$ cat src/rtl/core/ftwm_pkg.sv
`default_nettype none
// ============================================================================
// ftwm_pkg: shared constants and types for the frame time window monitor
// Field widths, arithmetic constants and the request/response structs
// passed between the serial units and the top level.
// ============================================================================
package ftwm_pkg;

    localparam int STAMP_W   = 64;
    localparam int HZ_W      = 32;
    localparam int DELTA_W   = 40;
    localparam int ELAPSED_W = 64;
    localparam int RATE_W    = 32;
    localparam int WINDOW    = 120;
    localparam int POS_W     = $clog2(WINDOW);
    localparam int SUM_W     = DELTA_W + POS_W;

    // 1e9 fits in 30 bits; the multiplier walks these bits one per cycle
    localparam int NSPS_W = 30;
    localparam logic [NSPS_W-1:0] NS_PER_S = 30'd1000000000;
    localparam int PROD_W = STAMP_W + NSPS_W;

    localparam int CONV_CNT_W  = $clog2(DELTA_W);
    localparam int STATS_CNT_W = $clog2(SUM_W);

    localparam logic [HZ_W-1:0]      HZ_RESET    = 32'd10000000;
    localparam logic [DELTA_W-1:0]   DELTA_MAX   = '1;
    localparam logic [RATE_W-1:0]    RATE_MAX    = '1;
    localparam logic [ELAPSED_W-1:0] ELAPSED_MAX = '1;

    // frame rate numerator: 1e9 * WINDOW * 2^16
    localparam logic [63:0] RATE_NUM = 64'd1000000000 * 64'(WINDOW) * 64'd65536;
    localparam logic [SUM_W-1:0]  RATE_NUM_HI = SUM_W'(RATE_NUM >> RATE_W);
    localparam logic [RATE_W-1:0] RATE_NUM_LO = RATE_NUM[RATE_W-1:0];
    localparam logic [POS_W:0]    WINDOW_C    = (POS_W+1)'(WINDOW);

    typedef struct packed {
        logic               done;
        logic [DELTA_W-1:0] ns;
    } conv_rsp_t;

    typedef struct packed {
        logic               start;
        logic [DELTA_W-1:0] delta;
    } ring_req_t;

    typedef struct packed {
        logic             done;
        logic [SUM_W-1:0] sum;
    } ring_rsp_t;

    typedef struct packed {
        logic               done;
        logic [DELTA_W-1:0] avg;
        logic [RATE_W-1:0]  rate;
    } stats_rsp_t;

endpackage
`default_nettype wire

$ cat src/rtl/core/ftwm_stats.sv
`default_nettype none
// ============================================================================
// ftwm_stats: window average and frame rate
// Two restoring dividers run side by side, one bit a cycle: window sum by
// the window length, and the Q16.16 rate numerator by the window sum.
// ============================================================================
module ftwm_stats (
    input  logic                        clk,
    input  logic                        rst_n,
    input  logic                        start,
    input  logic [ftwm_pkg::SUM_W-1:0]  sum,
    output ftwm_pkg::stats_rsp_t        rsp
);
    import ftwm_pkg::*;

    typedef enum logic [1:0] {
        SS_IDLE = 2'b01,
        SS_RUN  = 2'b10
    } stats_state_t;

    stats_state_t           state_reg;
    logic [STATS_CNT_W-1:0] cnt_reg;
    logic [SUM_W-1:0]       div_reg;
    logic [SUM_W-1:0]       aq_reg;
    logic [POS_W-1:0]       arem_reg;
    logic [SUM_W-1:0]       rrem_reg;
    logic [RATE_W-1:0]      rq_reg;
    logic                   rsat_reg;
    logic                   done_reg;

    logic [POS_W:0]   atrial;
    logic [POS_W:0]   atrial_sub;
    logic             atake;
    logic [POS_W-1:0] arem_next;
    logic [SUM_W:0]   rtrial;
    logic [SUM_W:0]   rtrial_sub;
    logic             rtake;
    logic [SUM_W-1:0] rrem_next;

    assign atrial     = {arem_reg, aq_reg[SUM_W-1]};
    assign atrial_sub = atrial - WINDOW_C;
    assign atake      = atrial >= WINDOW_C;
    assign arem_next  = atake ? atrial_sub[POS_W-1:0] : atrial[POS_W-1:0];

    assign rtrial     = {rrem_reg, rq_reg[RATE_W-1]};
    assign rtrial_sub = rtrial - {1'b0, div_reg};
    assign rtake      = rtrial >= {1'b0, div_reg};
    assign rrem_next  = rtake ? rtrial_sub[SUM_W-1:0] : rtrial[SUM_W-1:0];

    always_ff @(posedge clk or negedge rst_n)
    begin
        if (!rst_n)
        begin
            state_reg <= SS_IDLE;
            done_reg  <= 1'b0;
        end
        else
        begin
            done_reg <= (state_reg == SS_RUN) && (cnt_reg == STATS_CNT_W'(SUM_W-1));
            case (state_reg)
                SS_IDLE:
                begin
                    if (start)
                    begin
                        state_reg <= SS_RUN;
                    end
                end
                SS_RUN:
                begin
                    if (cnt_reg == STATS_CNT_W'(SUM_W-1))
                    begin
                        state_reg <= SS_IDLE;
                    end
                end
                default:
                begin
                    state_reg <= SS_IDLE;
                end
            endcase
        end
    end

    always_ff @(posedge clk)
    begin
        case (state_reg)
            SS_IDLE:
            begin
                if (start)
                begin
                    div_reg  <= sum;
                    aq_reg   <= sum;
                    arem_reg <= '0;
                    rrem_reg <= RATE_NUM_HI;
                    rq_reg   <= RATE_NUM_LO;
                    // quotient would reach 2^32, or sum is zero
                    rsat_reg <= (sum == '0) || (sum <= RATE_NUM_HI);
                    cnt_reg  <= '0;
                end
            end
            SS_RUN:
            begin
                aq_reg   <= {aq_reg[SUM_W-2:0], atake};
                arem_reg <= arem_next;
                if (cnt_reg < STATS_CNT_W'(RATE_W))
                begin
                    rq_reg   <= {rq_reg[RATE_W-2:0], rtake};
                    rrem_reg <= rrem_next;
                end
                cnt_reg <= cnt_reg + 1'b1;
            end
            default:
            begin
                cnt_reg <= '0;
            end
        endcase
    end

    assign rsp.done = done_reg;
    assign rsp.avg  = aq_reg[DELTA_W-1:0];
    assign rsp.rate = rsat_reg ? RATE_MAX : rq_reg;

endmodule
`default_nettype wire

$ cat config.mk
export PLATFORM = sky130hd
export DESIGN_NAME = ftwm_stats
export DESIGN_NICKNAME = d
export VERILOG_FILES = /design/src/rtl/core/ftwm_pkg.sv /design/src/rtl/core/ftwm_stats.sv
export SDC_FILE = /design/constraint.sdc
export NUM_CORES = 1
export LEC_CHECK = 0
export ABC_AREA = 0
export CORE_MARGIN = 3
export CORE_UTILIZATION = 60
export CTS_CLUSTER_DIAMETER = 150
export DETAILED_ROUTE_END_ITERATION = 7
export DONT_BUFFER_PORTS = 1
export MAX_ROUTING_LAYER = met4
export PLACE_DENSITY = 0.83
export SYNTH_ARGS = -nofsm -noshare
export SYNTH_HDL_FRONTEND = slang
export SYNTH_SLANG_ARGS = --single-unit
$ cat constraint.sdc
create_clock -name clk -period 8.23 [get_ports clk]
set_clock_uncertainty 0.15 [all_clocks]
set_input_delay 1.2345 -clock clk [delete_from_list [all_inputs] [get_ports clk]]
set_output_delay 1.2345 -clock clk [all_outputs]
set_load 0.02 [all_outputs]
==> results.cfg <==
[grt]
grt_max_degree = 99
grt_pass1_wl_mm = 36.95
grt-ovfl-total = 0
first_global_vias = 7289
grt_usage_pct = 23.97
antenna_found_initial = 0

[yosys]
seq_area_frac_synth_pct = 52.74
synth_edf_count = 187
syn_area_um2 = 10790
synth_area_per_cell_um2 = 10.06
syn_inst = 1073
yosys_register_bits = 190
synthArstFlopShare_pct = 1.579
ys_warn_count = 0
syn_nets = 1174
synth_cell_types = 63
synth_top_area_share_pct = 52.03
synthFlopType = edfxtp_1
synthTopCellsByArea = edfxtp_1 (52%), nand2_1 (8.1%), ha_1 (5.8%)
synth_area_leader_cell = edfxtp_1

[timing]
timing.final.crit_period_ps = 4191
fmax_mhz = 238.6
setup_viol = 0
setup_ws_ps = 4039
slew_headroom_pct = 28.43
fin_setup_tns_ps = 0
rsz0062_at_grt = false
drv_slew = 0
hold_viol = 0
fin_crit_sh_pct = 50.93
tightest_slew_ps = 1074

[layout]
final_cell_mix = nand2_1 (232), edfxtp_1 (187), a21oi_1 (76)
multiInputGateArea_um2 = 4422
diodes = 0
final_common_cell = nand2_1
nFillCells = 1336
layout.nets = 1118
utilization_pct = 64.26
drive_gt1_share_pct = 8.058
regArea_um2 = 5692
syn_to_final_growth_pct = 4.058

[routing]
drc_errors = 0
drt-pass1-iter-count = 5
via_per_inst = 6.110
wl_mm = 22.48
drt-initial-drc-count = 695
num_vias = 7668
wl_per_cell_um = 17.91
drt.antenna.violating_nets = 0

[clock_network]
clk_pin_slew_ps = 70
clock_sinks = 190
post_cts_buffers = 0
cts_buffers = 17
insertion_delay_ps = 440
cts_tree = built
clockBufferDepth = 2
cts_resized = 0
clock-root-buffer = clkbuf_16
hold_buffers = 0
htreeDepth = 4

[worst_setup_path]
critPathMaxFanout = 41
arrival_ps = 4180
crit_type = flop to flop
cp_cell_sequence = inv_1 -> ha_1 -> fa_1 -> and2b_1 -> o31ai_2 -> a21oi_1 -> o311ai_2 -> a21oi_2 -> nor2_1 -> a311o_1 -> and2_1 -> buf_4 -> or3b_1 -> a21oi_1
start_kind = flop
required_ps = 8220
r2r_setup_slack_ps = 4040
cp_slowest_cell = buf_4
endpoint_kind = flop
crit_path_frequent_cell = a21oi_1
cpPeakStageDelay_ps = 460

[power]
ir_worst_vdd_mv = 0.3124
powerDensity_nw_per_um2 = 388.4
p_leak_nw = 4.411

[die]
die_area_um2 = 19630
die_y_um = 140.1
start_util_pct = 61.76
fp.coreArea_um2 = 17480
rows = 48
die_x_um = 140.1
design.portCount = 123

[placement]
dp.final_hpwl_mm = 15.19
io_buffers = 0
gp_congestion = 0.9014
dp_slack_ps = 4141

[min_path]
hold_path_class = input pin to async pin

[flow_run]
cap_viol_max_count = 0

[status]
status = finished, final reports clean
-- critical path: cells and delay by family (launching register included) --
kind / cells / cell delay [ps]
adder cells (fa/ha/maj): 2 / 360
AND/OR/NAND/NOR: 4 / 1100
buffers and inverters: 2 / 540
AO/OA/AOI/OAI: 6 / 1320
flip-flops: 1 / 410
-- through the flow --
step,area (um2),power (mW),std cells,hold WS [ps]
CTS,11230,4.363,1255,330.5
global placement,10670,3.502,1223,340.1
global route,11230,4.657,1255,324.2
finish,11230,4.362,1255,335.4
floorplan,10790,3.279,1073,333.6
detailed placement,10670,3.544,1223,355.3
-- where the power goes --
group	internal, mW	switching [mW]	total (mW)
clock network	0.424	0.376	0.800
logic	0.610	1.16	1.77
registers	1.53	0.262	1.79
total	2.56	1.80	4.36
-- area by class of cell --
| type | count | share of cell area, % |
|---|---|---|
| Clock buffer | 18 | 3.821 |
| Clock inverter | 14 | 1.214 |
| Inverter | 62 | 2.072 |
| Multi-Input combinational cell | 741 | 39.37 |
| Sequential cell | 190 | 50.68 |
| Tap cell | 225 | 2.507 |
| Timing Repair Buffer | 5 | 0.3342 |
-- metal layers --
metal,share of wire (%),track usage (%),wire length [um],up-vias
met3,9.0,5.906,2020,36
li1,-,-,-,3623
met5,0,-,0,-
met2,45,34.79,10040,377
met1,44,34.35,9984,3632
met4,1.9,6.017,433,0
-- final timing paths --
check | from | endpoint | depth (start not counted)
hold reg to reg | aq_reg[43] | aq_reg[44] | 2
min in group clk | aq_reg[43] | aq_reg[44] | 2
max in group asynchronous | rst_n | state_reg[0] | 0
hold / removal | rst_n | state_reg[1] | 0
setup reg to reg | rq_reg[31] | rrem_reg[30] | 14
setup / recovery | rq_reg[31] | rrem_reg[30] | 14
-- synth_stat cells (5+ instances only) --
cell      count
nor2b_1       9
edfxtp_1    187
o21ai_0      32
nand2_1     233
nand2b_1      9
o211ai_1     18
a31oi_1      12
and3_1        7
a21o_1       16
xnor2_1      27
clkbuf_1     27
nor2_1       43
nor3_1        5
a21oi_1      76
a211oi_1     12
a22o_1        6
xor2_1       15
nor4_1        8
inv_1        62
ha_1         50
and2_1       36
o21bai_1      5
nand3_1      27
buf_2         5
buf_1         5
o21a_1        8
buf_4        41
or2_2        34
nand4_1      10
-- logic make-up after synthesis --
kind of cell	synth area share, %
muxes	0.1855
buffers and inverters	6.562
AOI/OAI and AO/OA	12.15
and+or+nand+nor	18.98
adders and majority gates	5.982
DFF	52.74
xor gates and xnor gates	3.408
No activity file was read; power rests on OpenSTA's default activity.
