$ cat src/rtl/core/ftwm_pkg.sv
`default_nettype none
// ============================================================================
// ftwm_pkg: shared constants and types for the frame time window monitor
// Field widths, arithmetic constants and the request/response structs
// passed between the serial units and the top level.
// ============================================================================
package ftwm_pkg;

    localparam int STAMP_W   = 64;
    localparam int HZ_W      = 32;
    localparam int DELTA_W   = 40;
    localparam int ELAPSED_W = 64;
    localparam int RATE_W    = 32;
    localparam int WINDOW    = 120;
    localparam int POS_W     = $clog2(WINDOW);
    localparam int SUM_W     = DELTA_W + POS_W;

    // 1e9 fits in 30 bits; the multiplier walks these bits one per cycle
    localparam int NSPS_W = 30;
    localparam logic [NSPS_W-1:0] NS_PER_S = 30'd1000000000;
    localparam int PROD_W = STAMP_W + NSPS_W;

    localparam int CONV_CNT_W  = $clog2(DELTA_W);
    localparam int STATS_CNT_W = $clog2(SUM_W);

    localparam logic [HZ_W-1:0]      HZ_RESET    = 32'd10000000;
    localparam logic [DELTA_W-1:0]   DELTA_MAX   = '1;
    localparam logic [RATE_W-1:0]    RATE_MAX    = '1;
    localparam logic [ELAPSED_W-1:0] ELAPSED_MAX = '1;

    // frame rate numerator: 1e9 * WINDOW * 2^16
    localparam logic [63:0] RATE_NUM = 64'd1000000000 * 64'(WINDOW) * 64'd65536;
    localparam logic [SUM_W-1:0]  RATE_NUM_HI = SUM_W'(RATE_NUM >> RATE_W);
    localparam logic [RATE_W-1:0] RATE_NUM_LO = RATE_NUM[RATE_W-1:0];
    localparam logic [POS_W:0]    WINDOW_C    = (POS_W+1)'(WINDOW);

    typedef struct packed {
        logic               done;
        logic [DELTA_W-1:0] ns;
    } conv_rsp_t;

    typedef struct packed {
        logic               start;
        logic [DELTA_W-1:0] delta;
    } ring_req_t;

    typedef struct packed {
        logic             done;
        logic [SUM_W-1:0] sum;
    } ring_rsp_t;

    typedef struct packed {
        logic               done;
        logic [DELTA_W-1:0] avg;
        logic [RATE_W-1:0]  rate;
    } stats_rsp_t;

endpackage
`default_nettype wire

$ cat src/rtl/core/ftwm_ns_conv.sv
`default_nettype none
// ============================================================================
// ftwm_ns_conv: counter difference to nanoseconds
// Bit-serial shift-add multiply by 1e9, a saturation check, then a
// restoring division by the counter frequency, one quotient bit a cycle.
// ============================================================================
module ftwm_ns_conv (
    input  logic                        clk,
    input  logic                        rst_n,
    input  logic                        start,
    input  logic [ftwm_pkg::STAMP_W-1:0] diff,
    input  logic [ftwm_pkg::HZ_W-1:0]    hz,
    output ftwm_pkg::conv_rsp_t          rsp
);
    import ftwm_pkg::*;

    typedef enum logic [3:0] {
        CV_IDLE = 4'b0001,
        CV_MUL  = 4'b0010,
        CV_CHK  = 4'b0100,
        CV_DIV  = 4'b1000
    } conv_state_t;

    conv_state_t            state_reg;
    logic [STAMP_W-1:0]     diff_reg;
    logic [PROD_W:0]        prod_reg;
    logic [CONV_CNT_W-1:0]  cnt_reg;
    logic [HZ_W-1:0]        rem_reg;
    logic [DELTA_W-1:0]     quo_reg;
    logic                   sat_reg;
    logic                   done_reg;

    logic [STAMP_W:0]       hi_sum;
    logic [PROD_W:0]        prod_next;
    logic                   over;
    logic [HZ_W:0]          trial;
    logic [HZ_W:0]          trial_sub;
    logic                   take;
    logic [HZ_W-1:0]        rem_next;

    // multiplier bits leave at the bottom, partial sum enters at the top
    assign hi_sum    = prod_reg[PROD_W:NSPS_W]
                     + (prod_reg[0] ? {1'b0, diff_reg} : '0);
    assign prod_next = {1'b0, hi_sum, prod_reg[NSPS_W-1:1]};

    // quotient >= 2^DELTA_W exactly when the product's top part reaches hz
    assign over = prod_reg[PROD_W-1:DELTA_W]
                >= {{(PROD_W-DELTA_W-HZ_W){1'b0}}, hz};

    assign trial     = {rem_reg, quo_reg[DELTA_W-1]};
    assign trial_sub = trial - {1'b0, hz};
    assign take      = trial >= {1'b0, hz};
    assign rem_next  = take ? trial_sub[HZ_W-1:0] : trial[HZ_W-1:0];

    always_ff @(posedge clk or negedge rst_n)
    begin
        if (!rst_n)
        begin
            state_reg <= CV_IDLE;
            done_reg  <= 1'b0;
        end
        else
        begin
            done_reg <= ((state_reg == CV_CHK) && over)
                     || ((state_reg == CV_DIV) && (cnt_reg == CONV_CNT_W'(DELTA_W-1)));
            case (state_reg)
                CV_IDLE:
                begin
                    if (start)
                    begin
                        state_reg <= CV_MUL;
                    end
                end
                CV_MUL:
                begin
                    if (cnt_reg == CONV_CNT_W'(NSPS_W-1))
                    begin
                        state_reg <= CV_CHK;
                    end
                end
                CV_CHK:
                begin
                    if (over)
                    begin
                        state_reg <= CV_IDLE;
                    end
                    else
                    begin
                        state_reg <= CV_DIV;
                    end
                end
                CV_DIV:
                begin
                    if (cnt_reg == CONV_CNT_W'(DELTA_W-1))
                    begin
                        state_reg <= CV_IDLE;
                    end
                end
                default:
                begin
                    state_reg <= CV_IDLE;
                end
            endcase
        end
    end

    always_ff @(posedge clk)
    begin
        case (state_reg)
            CV_IDLE:
            begin
                if (start)
                begin
                    diff_reg <= diff;
                    prod_reg <= {{(PROD_W+1-NSPS_W){1'b0}}, NS_PER_S};
                    cnt_reg  <= '0;
                end
            end
            CV_MUL:
            begin
                prod_reg <= prod_next;
                cnt_reg  <= cnt_reg + 1'b1;
            end
            CV_CHK:
            begin
                sat_reg <= over;
                rem_reg <= prod_reg[DELTA_W+HZ_W-1:DELTA_W];
                quo_reg <= prod_reg[DELTA_W-1:0];
                cnt_reg <= '0;
            end
            CV_DIV:
            begin
                rem_reg <= rem_next;
                quo_reg <= {quo_reg[DELTA_W-2:0], take};
                cnt_reg <= cnt_reg + 1'b1;
            end
            default:
            begin
                cnt_reg <= '0;
            end
        endcase
    end

    assign rsp.done = done_reg;
    assign rsp.ns   = sat_reg ? DELTA_MAX : quo_reg;

endmodule
`default_nettype wire

$ cat config.mk
export PLATFORM = sky130hd
export DESIGN_NAME = ftwm_ns_conv
export DESIGN_NICKNAME = d
export VERILOG_FILES = /design/src/rtl/core/ftwm_pkg.sv /design/src/rtl/core/ftwm_ns_conv.sv
export SDC_FILE = /design/constraint.sdc
export NUM_CORES = 1
export LEC_CHECK = 0
export BUFFER_PORTS_ARGS = -buffer_cell sky130_fd_sc_hd__buf_2
export CELL_PAD_IN_SITES_DETAIL_PLACEMENT = 0
export CELL_PAD_IN_SITES_GLOBAL_PLACEMENT = 1
export CORE_ASPECT_RATIO = 0.5
export CORE_MARGIN = 5
export CORE_UTILIZATION = 31
export DETAILED_ROUTE_END_ITERATION = 12
export PLACE_DENSITY = 0.62
export SLEW_MARGIN = 20
export SYNTH_ARGS = -nofsm -noshare
export SYNTH_HDL_FRONTEND = slang
export SYNTH_SLANG_ARGS = --single-unit
$ cat constraint.sdc
create_clock -name clk -period 10.9 [get_ports clk]
set_clock_uncertainty 0.2 [all_clocks]
set_input_delay 2.18 -clock clk [delete_from_list [all_inputs] [get_ports clk]]
set_output_delay 2.18 -clock clk [all_outputs]
set_load 0.01 [all_outputs]
==> impl_metrics.env, run 1 <==
export IMPL_fmax_mhz=190
export IMPL_critPathArrivalTime_ns=5.37
export IMPL_crit_required_ns=11.00
export IMPL_detail_route_antenna_nets=0
export IMPL_synth_compound_area_share_pct=17.1
export IMPL_cts_max_level=1
export IMPL_ctsRootBufferMaster="clkbuf_16"
export IMPL_grt_ovfl_total=0
export IMPL_die_area_um2=57400
export IMPL_synth_fa_ha_area_share_pct=10.3
export IMPL_yosysWarnings=0
export IMPL_post_route_min_period_ns=5.26
export IMPL_crit_type="in -> reg"
export IMPL_rsz0062_at_grt="no"
export IMPL_drive_above_1_share_pct=14.4
export IMPL_synth_area_leaders="edfxtp_1, ha_1, nand2_1"
export IMPL_hold_class="reg -> reg"
export IMPL_tritoncts="done"
export IMPL_num_vias=12641
export IMPL_ys_seq_area_share_pct=44.6
export IMPL_antenna_found_initial=0
export IMPL_crit_fanout=5
export IMPL_p_leak_nw=7.59
export IMPL_drt_initial_drc_count=775
export IMPL_synth_nets=1910
export IMPL_synth_seq_cells=242
export IMPL_fp_row_count=59
export IMPL_die_h_um=172
export IMPL_synthSimpleGateAreaFrac_pct=19.6
export IMPL_avgSynthCellArea_um2=9.68
export IMPL_grt_max_degree=88
export IMPL_endpoint_kind="register"
export IMPL_wl_per_cell_um=18.0
export IMPL_max_slew_margin_rel_pct=29.2
export IMPL_antenna_cells=0
export IMPL_max_cap_violations=0
export IMPL_io_pins=140
export IMPL_port_buffers=139
export IMPL_drt_pass1_iterations=5
export IMPL_place_gp_congestion=0.852
export IMPL_wl_um=45300
export IMPL_syn_to_final_growth_pct=14.0
export IMPL_dp_hpwl_um=33400
export IMPL_clk_pin_slew_ns=0.06
export IMPL_final_cell_mix="edfxtp_1, nand2_1, buf_2"
export IMPL_synth_top_family_by_area="simple AND/OR/NAND/NOR gates"
export IMPL_synth_xor_area_share_pct=3.83
export IMPL_ys_types=78
export IMPL_p_per_area_nw_per_um2=238
export IMPL_fin_crit_sh_pct=48.3
export IMPL_synth_edf_count=237
export IMPL_die_w_um=334
export IMPL_tns_ns=0
export IMPL_synth_mux_area_share_pct=1.29
export IMPL_status="completed"
export IMPL_clk_latency_ns=0.56
export IMPL_cts_setup_buffers=0
export IMPL_start_kind="primary input"
export IMPL_netlist_area_um2=16200
export IMPL_synth_top_cell_by_area="edfxtp_1"
export IMPL_layout_commonest_cell="edfxtp_1"
export IMPL_drc=0
export IMPL_cts_resized=0
export IMPL_cts_num_sinks=242
export IMPL_initial_core_util_pct=31.3
export IMPL_drv_slew=0
export IMPL_core_area_um2=51900
export IMPL_worst_pin_slew_ns=1.06
export IMPL_grt_pass1_wl_um=70300
export IMPL_hold_viol=0
export IMPL_vdd_ir_drop_worst_mv=0.118
export IMPL_setup_viol=0
export IMPL_finish_utilization_pct=35.7
export IMPL_via_per_inst=5.03
export IMPL_grt_pass1_vias=12554
export IMPL_async_flop_share_pct=2.07
export IMPL_nets=2023
export IMPL_largest_reg_flops=94
export IMPL_hold_ws_ns=0.330
export IMPL_hold_buffers=0
export IMPL_clock_path_buffers=3
export IMPL_synth_cells=1679
export IMPL_numCtsBuffers=27
export IMPL_grt_usage_pct=15.3
export IMPL_synth_top_area_share_pct=43.8
export IMPL_ys_dominant_reg_cell="edfxtp_1"
## area by class of cell
class	instances	area, um2
clock buffer	30	687
clock inverter	19	196
fill	5346	33400
inverter	64	240
multi-input combinational	1307	8490
sequential	242	7240
tap	701	877
timing repair buffer	150	786
## per-stage QoR
step / worst slack (ns) / instance area (um2) / total power [W] / cells
after floorplan: 5.92 / 16200 / 0.00295 / 1679
after global placement: 5.17 / 17600 / 0.00349 / 2463
after detailed placement: 5.16 / 17600 / 0.00349 / 2463
after CTS: 5.73 / 18500 / 0.00446 / 2512
after global routing: 5.43 / 18500 / 0.00474 / 2513
final: 5.64 / 18500 / 0.00441 / 2513
## report_power, final
| part | internal [W] | total, W | switching (W) |
|---|---|---|---|
| Combinational | 0.000719 | 0.00192 | 0.00120 |
| Clock | 0.000530 | 0.000940 | 0.000410 |
| Sequential | 0.00136 | 0.00155 | 0.000187 |
## synth_stat cells (23+ instances only)
library cell and count:
a21oi_1 126, xnor2_1 47, and2_1 88, a21o_1 74, edfxtp_1 237, xor2_1 24
ha_1 130, clkbuf_1 47, inv_1 64, nor3_1 35, nand4_1 23, o21ai_0 83
nand3_1 31, or2_2 45, nor2_1 122, nand2_1 236
## path summary, 6_finish.rpt
kind                                      startpoint                    endpoint  slack (ns)  cells after the start
max reg2reg                prod_reg[0]$_SDFFCE_PN0P_  prod_reg[93]$_SDFFCE_PN0P_        6.30                     13
min in group asynchronous                      rst_n          done_reg$_DFF_PN0_        1.23                      1
min                             quo_reg[4]$_DFFE_PP_        quo_reg[5]$_DFFE_PP_        0.33                      2
max                                            hz[0]       rem_reg[28]$_DFFE_PP_        5.64                     13
max in group asynchronous                      rst_n    state_reg[0]$_DFFE_PN1P_        9.05                      1
min reg2reg                     quo_reg[4]$_DFFE_PP_        quo_reg[5]$_DFFE_PP_        0.33                      2
## routing by layer
layer | part of all wire [%] | wire length (um) | GRT usage, %
met1 | 51 | 23100 | 22.4
met2 | 44 | 19700 | 24.3
met3 | 3.5 | 1580 | 2.06
met4 | 1.8 | 835 | 3.17
met5 | 0 | 0 | 0
## worst max-delay path, stage by stage
cell and delay [ns]:
buf_2 0.10, ha_1 0.16, inv_1 0.05, fa_1 0.39
a21oi_1 0.26, o211ai_1 0.18, nand3_1 0.16, o21ai_1 0.16
a2111oi_0 0.84, o311ai_1 0.30, o31ai_1 0.30, xor2_1 0.18
o22ai_1 0.09
## cell families after synthesis
family                   Yosys count
AO/OA/AOI/OAI                    425
XOR/XNOR                          71
adder cells (fa/ha/maj)          132
buffers and inverters            130
flip-flops                       242
multiplexers                      21
AND/OR/NAND/NOR                  658
Note: power is estimated with default switching activity, not from simulation.
==> inputs of run 2 (changes only) <==
--- a/config.mk
+++ b/config.mk
@@ -12,7 +12,7 @@
 export CORE_MARGIN = 5
 export CORE_UTILIZATION = 31
 export DETAILED_ROUTE_END_ITERATION = 12
-export PLACE_DENSITY = 0.62
+export PLACE_DENSITY = 0.64
 export SLEW_MARGIN = 20
 export SYNTH_ARGS = -nofsm -noshare
 export SYNTH_HDL_FRONTEND = slang
==> constraint.sdc (replaced) <==
create_clock -name clk -period 4.6 [get_ports clk]
set_clock_uncertainty 0.2 [all_clocks]
set_input_delay 0.92 -clock clk [delete_from_list [all_inputs] [get_ports clk]]
set_output_delay 0.92 -clock clk [all_outputs]
set_load 0.01 [all_outputs]
==> impl_metrics.env, run 2 (same netlist as run 1, synthesis figures left out) <==
export IMPL_fmax_mhz=246
export IMPL_drt_pass1_iterations=5
export IMPL_core_area_um2=51900
export IMPL_numCtsBuffers=26
export IMPL_fp_row_count=59
export IMPL_largest_reg_flops=94
export IMPL_dp_hpwl_um=34600
export IMPL_crit_fanout=33
export IMPL_rrSetupSlack_ns=0.53
export IMPL_critPathArrivalTime_ns=4.15
export IMPL_via_per_inst=5.01
export IMPL_setup_viol=0
export IMPL_crit_required_ns=4.68
export IMPL_pwr_share_comb_pct=43.5
export IMPL_clk_pin_slew_ns=0.07
export IMPL_p_leak_nw=7.67
export IMPL_dp_cells=2474
export IMPL_finish_utilization_pct=36.0
export IMPL_grt_ovfl_total=0
export IMPL_port_buffers=139
export IMPL_intPower_w=0.00638
export IMPL_grt_pass1_vias=12698
export IMPL_die_area_um2=57400
export IMPL_cts_num_sinks=242
export IMPL_drc=0
export IMPL_vdd_ir_drop_worst_mv=0.256
export IMPL_sw_frac_of_total_pct=40.3
export IMPL_power_frac_clock_pct=22.0
export IMPL_fin_ws_ns=0.532
export IMPL_r2r_end="prod_reg[91]$_SDFFCE_PN0P_"
export IMPL_post_route_min_period_ns=4.07
export IMPL_drt_initial_drc_count=829
export IMPL_worstHoldPathCells=1
export IMPL_clk_latency_ns=0.57
export IMPL_start_kind="register"
export IMPL_antenna_found_initial=1
export IMPL_num_vias=12650
export IMPL_grt_max_degree=87
export IMPL_rsz0062_at_grt="no"
export IMPL_status="completed"
export IMPL_die_w_um=334
export IMPL_tritoncts="done"
export IMPL_pre_cts_ws_ns=0.509
export IMPL_syn_to_final_growth_pct=15.1
export IMPL_total_power_w=0.0107
export IMPL_fin_crit_sh_pct=88.4
export IMPL_hold_class="in -> reg"
export IMPL_place_gp_congestion=0.848
export IMPL_power_frac_seq_pct=34.5
export IMPL_die_h_um=172
export IMPL_wl_um=45500
export IMPL_p_switching_w=0.00431
export IMPL_hold_viol=0
export IMPL_hold_path_startpoint="diff[15]"
export IMPL_wl_per_cell_um=18.0
export IMPL_cts_resized=0
export IMPL_max_cap_violations=0
export IMPL_endpoint_kind="register"
export IMPL_drv_slew=0
export IMPL_crit_type="reg -> reg"
export IMPL_initial_core_util_pct=31.3
export IMPL_grt_pass1_wl_um=71200
export IMPL_clock_path_buffers=3
export IMPL_detail_route_antenna_nets=0
export IMPL_layout_commonest_cell="edfxtp_1"
export IMPL_r2r_start="prod_reg[0]$_SDFFCE_PN0P_"
export IMPL_grt_usage_pct=15.5
export IMPL_io_pins=140
export IMPL_p_per_area_nw_per_um2=572
export IMPL_ctsRootBufferMaster="clkbuf_16"
export IMPL_drive_above_1_share_pct=14.9
export IMPL_nets=2034
export IMPL_holdPathEnd="diff_reg[15]$_DFFE_PP_"
export IMPL_worst_pin_slew_ns=1.08
export IMPL_final_cell_mix="edfxtp_1, nand2_1, buf_2"
export IMPL_fin_cells=2525
export IMPL_reg2regPathDepth=12
export IMPL_max_slew_margin_rel_pct=27.8
export IMPL_cts_max_level=1
export IMPL_tns_ns=0
==> run 2: critical path: stages, from the launching register on <==
cell,delay [ns]
edfxtp_1,0.41
buf_4,0.25
and2_1,0.18
ha_1,0.41
nand4_1,0.14
or3_1,0.36
or4_1,0.43
o22ai_2,0.21
o21ai_2,0.13
a2111o_1,0.48
a211oi_2,0.29
o21ai_0,0.11
nor3b_2,0.16
==> run 2: power by group through the flow <==
stage               sequential [W]  combinational (W)  clock (W)
global route               0.00374            0.00523    0.00252
floorplan                  0.00350            0.00350          0
detailed placement         0.00373            0.00464          0
CTS                        0.00369            0.00467    0.00242
finish                     0.00369            0.00464    0.00235
global placement           0.00373            0.00466          0
==> run 2: timing repair <==
action,4_1_cts,5_1_grt
hold buffers,1,0
setup endpoints to repair,0,0
setup buffers,0,0
hold endpoints to repair,4,0
==> run 2: how the worst max path moves through the flow <==
stage                                         start                          to  slack (ns)  cells past startpoint
after global routing      prod_reg[0]$_SDFFCE_PN0P_  prod_reg[91]$_SDFFCE_PN0P_        0.32                     12
final                     prod_reg[0]$_SDFFCE_PN0P_  prod_reg[91]$_SDFFCE_PN0P_        0.53                     12
after CTS                 prod_reg[0]$_SDFFCE_PN0P_  prod_reg[91]$_SDFFCE_PN0P_        0.52                     12
after global placement                        hz[0]       rem_reg[28]$_DFFE_PP_        0.58                     14
after detailed placement                      hz[0]       rem_reg[28]$_DFFE_PP_        0.51                     14
after floorplan            state_reg[0]$_DFFE_PN1P_   prod_reg[0]$_SDFFCE_PN0P_        0.66                      5
==> run 2: stage by stage <==
step           instance area (um2)  hold WS (ns)
2_1_floorplan                16200         0.301
3_3_place_gp                 17700         0.317
3_5_place_dp                 17700         0.322
4_1_cts                      18700         0.295
5_1_grt                      18700         0.304
6_report                     18700         0.323
==> run 2: layout make-up <==
class	count	area, um2
multi-input cells	1307	8490
flip-flops and latches	242	7240
repair buffers	162	900
inverters	64	240
clock buffers	26	651
fillers	5286	33200
clock inverters	22	294
well taps	701	877
diodes	1	2.50
==> run 2: routing by layer <==
metal / GRT usage (%) / part of all wire [%] / up-vias
met2: 25.6 / 45 / 184
met5: 0 / 0 / -
met4: 2.89 / 1.8 / 0
met1: 22.1 / 49 / 6060
met3: 2.21 / 3.8 / 41
li1: - / - / 6365
